[src/rtl/bubble_sort_ascending_macros.svh]
// Assertion macros shared by the bubble sort RTL.
// No dependencies; included by modules that carry assertions.
`ifndef BUBBLE_SORT_ASCENDING_MACROS_SVH
`define BUBBLE_SORT_ASCENDING_MACROS_SVH

// Same-cycle implication, checked outside reset.
`define BSA_ASSERT_NOW(lbl, ante, cons, msg) \
  lbl: assert property (@(posedge clk) disable iff (rst) (ante) |-> (cons)) else $error(msg);

// Next-cycle implication, checked outside reset.
`define BSA_ASSERT_NEXT(lbl, ante, cons, msg) \
  lbl: assert property (@(posedge clk) disable iff (rst) (ante) |=> (cons)) else $error(msg);

`endif

[src/rtl/bsa_pkg.sv]
// Package for the bubble sort block: command and status structs
// between controller and datapath. No dependencies.
package bsa_pkg;

  typedef struct packed {
    logic load;       // shift new element into the row
    logic sort_step;  // one odd-even compare-exchange phase
    logic emit_step;  // output transfer, shift row down
    logic finish;     // final element taken, clear counters
  } cmd_t;

  typedef struct packed {
    logic will_fill;  // next load fills the store
    logic sort_last;  // current phase is the last one
    logic emit_last;  // element at the head is the final one
  } stat_t;

endpackage

[src/rtl/bsa_ctrl.sv]
// Controller for the bubble sort block: load, sort and emit sequencing.
// Depends on bsa_pkg and bubble_sort_ascending_macros.svh.
`include "bubble_sort_ascending_macros.svh"
module bsa_ctrl (
  input  logic            clk,
  input  logic            rst,
  input  logic            s_tvalid,
  input  logic            s_tlast,
  output logic            s_tready,
  output logic            m_tvalid,
  input  logic            m_tready,
  input  bsa_pkg::stat_t  stat,
  output bsa_pkg::cmd_t   cmd
);
  import bsa_pkg::*;

  typedef enum logic [1:0] {
    ST_LOAD,
    ST_SORT,
    ST_EMIT
  } state_t;

  state_t state;

  assign cmd.load      = s_tvalid && s_tready;
  assign cmd.sort_step = (state == ST_SORT);
  assign cmd.emit_step = m_tvalid && m_tready;
  assign cmd.finish    = cmd.emit_step && stat.emit_last;

  always_ff @(posedge clk) begin
    if (rst) begin
      state    <= ST_LOAD;
      s_tready <= 1'b1;
      m_tvalid <= 1'b0;
    end else begin
      case (state)
        ST_LOAD: begin
          if (cmd.load && (s_tlast || stat.will_fill)) begin
            state    <= ST_SORT;
            s_tready <= 1'b0;
          end
        end
        ST_SORT: begin
          if (stat.sort_last) begin
            state    <= ST_EMIT;
            m_tvalid <= 1'b1;
          end
        end
        ST_EMIT: begin
          if (cmd.finish) begin
            state    <= ST_LOAD;
            m_tvalid <= 1'b0;
            s_tready <= 1'b1;
          end
        end
        default: begin
          state    <= ST_LOAD;
          s_tready <= 1'b1;
          m_tvalid <= 1'b0;
        end
      endcase
    end
  end

  `BSA_ASSERT_NOW(a_sides_exclusive, 1'b1, !(s_tready && m_tvalid), "load and emit overlap")
  `BSA_ASSERT_NEXT(a_close_set, cmd.load && s_tlast, !s_tready && (state == ST_SORT), "set end not taken")
  `BSA_ASSERT_NEXT(a_reopen, cmd.finish, s_tready && !m_tvalid, "no return to load after final transfer")

endmodule

[config.mk]
export PLATFORM = sky130hd
export DESIGN_NAME = bsa_ctrl
export DESIGN_NICKNAME = d
export VERILOG_FILES = /design/src/rtl/bsa_pkg.sv /design/src/rtl/bsa_ctrl.sv
export VERILOG_INCLUDE_DIRS = /design/src /design/src/rtl
export SDC_FILE = /design/constraint.sdc
export NUM_CORES = 1
export LEC_CHECK = 0
export BUFFER_PORTS_ARGS = -buffer_cell sky130_fd_sc_hd__buf_2
export CORE_AREA = 2 2 39 41
export CTS_CLUSTER_DIAMETER = 120
export DETAILED_ROUTE_END_ITERATION = 12
export DIE_AREA = 0 0 41 43
export PLACE_DENSITY = 0.4
export SYNTH_ARGS = -nofsm -noshare
export SYNTH_HDL_FRONTEND = slang
export SYNTH_SLANG_ARGS = --single-unit
[constraint.sdc]
create_clock -name clk -period 2.73 [get_ports clk]
set_input_delay 0.1365 -clock clk [delete_from_list [all_inputs] [get_ports clk]]
set_output_delay 0.1365 -clock clk [all_outputs]
set_load 0.05 [all_outputs]
# == After elaboration in Yosys (flattened, before gate mapping) ==
# Index checks and enable logic that the tools add are counted.
# totals
mem_bits_ro,0
out_inout_bits,6
mem_bits_rw,0
memories,0
input_bits,8
register_bits,4
elab_cells,29
latch_bits,0
# op_classes
n_addsub,0
div,0
eq_ne,5
multipliers,0
n_shift,0
n_reduce_logical,9
n_bitwise,2
order_cmp,0
mux,10
# op_table
operator,count
AND reduction 3 bit,3
2-to-1 mux 2 bit,3
inequality test 2 bit (second input constant),3
case mux 1 bit (3 select lines),2
case mux 2 bit (3 select lines),1
logical AND 1 bit,4
2-to-1 mux 1 bit,4
equality test 2 x 1 -> 1 bit (second input constant),1
equality test 2 bit (second input constant),1
logical NOT 2 bit,1
NOT 1 bit,2
logical OR 1 bit,1

# == Longest topological paths before layout ==
# depth
ltp_word,4
ltp_mapped,3
depth_no_buf,3

# == Least setup slack after synthesis ==
# Ideal clock, no wire load.
# synth_path
path_type,register -> register
startpoint,register m_tvalid
endpoint,register s_tready
slack_ps,1226
required_time_ps,2660
t_arrival_ps,1434
period_less_slack_ps,1504
path_buffers,0
setup_ps,70
stages_incl_launch_ff,4
path_cell_list,dfxtp_1 > and3_1 > nor4_1 > a21oi_1
# synth_rtl
element,line,source
"start, declared",bsa_ctrl.sv:10,"output logic m_tvalid,"
"start signal, assigned",bsa_ctrl.sv:34,m_tvalid <= 1'b0;
"start signal, assigned",bsa_ctrl.sv:46,m_tvalid <= 1'b1;
"start signal, assigned",bsa_ctrl.sv:52,m_tvalid <= 1'b0;
"end signal, assigned",bsa_ctrl.sv:33,s_tready <= 1'b1;
"end signal, assigned",bsa_ctrl.sv:40,s_tready <= 1'b0;
"end signal, assigned",bsa_ctrl.sv:53,s_tready <= 1'b1;
"end, declared",bsa_ctrl.sv:9,"output logic s_tready,"

==> results.md <==
* CTS tree: done
* Top-count cell post-synth: dfxtp_1
* Setup WS pre-CTS at 1750 ps
* Maximum clock rate at 824 MHz
* Cell taking the most area after synthesis: dfxtp_1
* Global-route wire length before repair at 800 µm
* Top cells by count, synth: dfxtp_1, a21oi_1, nor2_1
* Cell count after synthesis at 24
* CTS Root Buffer Type: clkbuf_4
* First-pass DRT Iterations at 2
* Ys async rst share at 0
* Crit-path max FO at 6
* Yosys top cell area share at 0.390
* FF/Latch Area at 80.1 µm²
* Layout Cells excl Fill at 56
* Gr usage total at 0.0754
* Clk buf depth at 2
* Post-cts sizing count at 0
* Layout cells sized above 1 at 0.475
* Grt total ovfl at 0
* M1 wire length at 256 µm
* CP peak stage delay at 380 ps
* Synth Register Bits at 4
* Final-layout fill cell count at 160
* Worst path required time at 2590 ps
* Leakage at 0.149 nW
* Fin crit share at 0.445
* Arrival time at the worst endpoint at 1080 ps
* Syn Area/Cell at 8.55 µm²
* Worst Setup Path Type: register to output pin
* Startpoint types: register
* DR iter-0 viols at 3
* Initial Util at 0.148
* RSZ-0062 raised after global routing: no
* Num CTS Buffers at 3
* CP Cell Sequence: and3_1 > buf_2
* Final WS setup at 1520 ps
* Post-CTS Setup Inserts at 0
* Post-synth EDFFs at 0
* PwrDens at 735 nW/µm²
* Post-route minimum period at 1210 ps
* Seq/Total Area, Yosys at 0.390
* PortBufs at 13
* Setup-failing EPs final at 0
* Hold Vio Cnt, Final at 0
* Clock Skews at 1.14 ps
* Synth Cell Area at 205 µm²
* Post-CTS Hold Buffers at 0
* Buf+Inv Stages, Crit Path at 1
* Post-DP HPWL at 405 µm
* Hold crit path type: input port to register
* Core area at 1380 µm²
* Diodes inserted at 0
* # Max-Cap Violations at 0
* Synth Warn # at 0
* CP endpoint kind: output pin
* DR vias at 233
* Multi-input gate area at 125 µm²
* Remaining DRCs at 0
* Slew Viols, Final at 0
* Slew headroom at 0.833
* Pin count of the biggest net entering global routing at 8
* Gpl congestion at 0.654
* Placed insts at 53
* Total length of routed wires at 504 µm
* WHS at 135 ps
* Die H at 43 µm
* WHS Path Cells at 2
* Cell depth of the worst flop-to-flop path at 2
* CTS H-tree lvls at 1
* Peak VDD IR at 0.174 mV
* # IOs at 14
* Worst path depth at 2
* Clock latency on the worst-skew pair at 230 ps
* Setup Total Neg Slack at 0 ps
* Num rows at 14
* Crit-path slowest cell: dfxtp_1
* Top_reg_cell synth: dfxtp_1
* Area growth syn-to-layout at 52.4%
* Syn_nets at 32
* Cell family with most CP delay: flip-flops
* Initial antenna violation count at 0
* Drt via density at 4.16
* Slew @ Worst Pin at 252 ps
* Die W at 41 µm
* Die area at 1760 µm²
* Run status: finished, final reports clean
* DR WL met2 at 171 µm
* Highest Signal Layer: met3
* DRT antenna net count at 0
* Number of global-route vias before repair at 194
* Yosys cell types at 17
* Routed met3 length at 76 µm
* Clock sink total at 4
* WL/cell at 9.00 µm
* Pwr Total at 0.230 mW
* Final-stage net count at 50
* Reg clk slew, reported paths at 40 ps
* Top area cells in the synthesized netlist: dfxtp_1, a21oi_1, mux2_2
flip-flops by register name, indices dropped and copies added, names as in the netlist:
register  count
state         2
m_tvalid      1
s_tready      1
layout by cell type, fill, tap and decap left out, drive strengths merged:
master and count:
a31oi 1, mux2 1, and2 2, o211ai 1
nor3 1, nand2b 1, dfxtp 4, nand3b 1
nor4 1, nor2b 1, a2bb2oi 1, nor2 3
and3 1, o21ai 1, clkbuf 3, a21oi 3
buf 13, nand2 1
per-layer routing:
| layer | track usage | vias up |
|---|---|---|
| met5 | 0 | - |
| met3 | 0.0524 | 0 |
| li1 | - | 120 |
| met4 | 0.0800 | 0 |
| met1 | 0.100 | 100 |
| met2 | 0.0688 | 13 |
worst register-to-register path, delay by kind of cell (launching register included):
kind / cells / cell delay [ps]
simple gates: 1 / 90
flops: 1 / 420
mux: 1 / 370
per-stage QoR:
stage | util | cell area [µm²]
final | 0.226 | 313
after global routing | 0.226 | 313
after CTS | 0.226 | 313
after detailed placement | 0.210 | 290
after global placement | 0.210 | 290
after floorplan | - | 205
report_power, final:
group          internal, mW  switching [mW]  leakage (nW)  total, mW
Sequential           0.0669         0.00991        0.0330     0.0768
Clock                0.0491          0.0226        0.0138     0.0717
Combinational        0.0258          0.0556         0.102     0.0814
cell type report:
type | instances | area share
tap | 16 | 0.0640
multi-input combinational | 20 | 0.400
timing repair buffer | 13 | 0.208
sequential | 4 | 0.256
clock buffer | 3 | 0.0720
path summary, 6_finish.rpt:
check	startpoint	end	slack (ps)
max	m_tvalid	cmd[0]	1520
min	rst	state[0]	140
max reg2reg	state[0]	state[0]	1790
min reg2reg	s_tready	s_tready	530
kinds of logic (layout without fill, tap and decap cells):
group | Yosys count | after routing | synth area share
and+or+nand+nor | 12 | 12 | 0.348
muxes | 1 | 1 | 0.0549
AOI/OAI and AO/OA | 7 | 7 | 0.207
buffers and inverters | 0 | 16 | 0
DFF | 4 | 4 | 0.390
(Power assumes the default switching activity.)
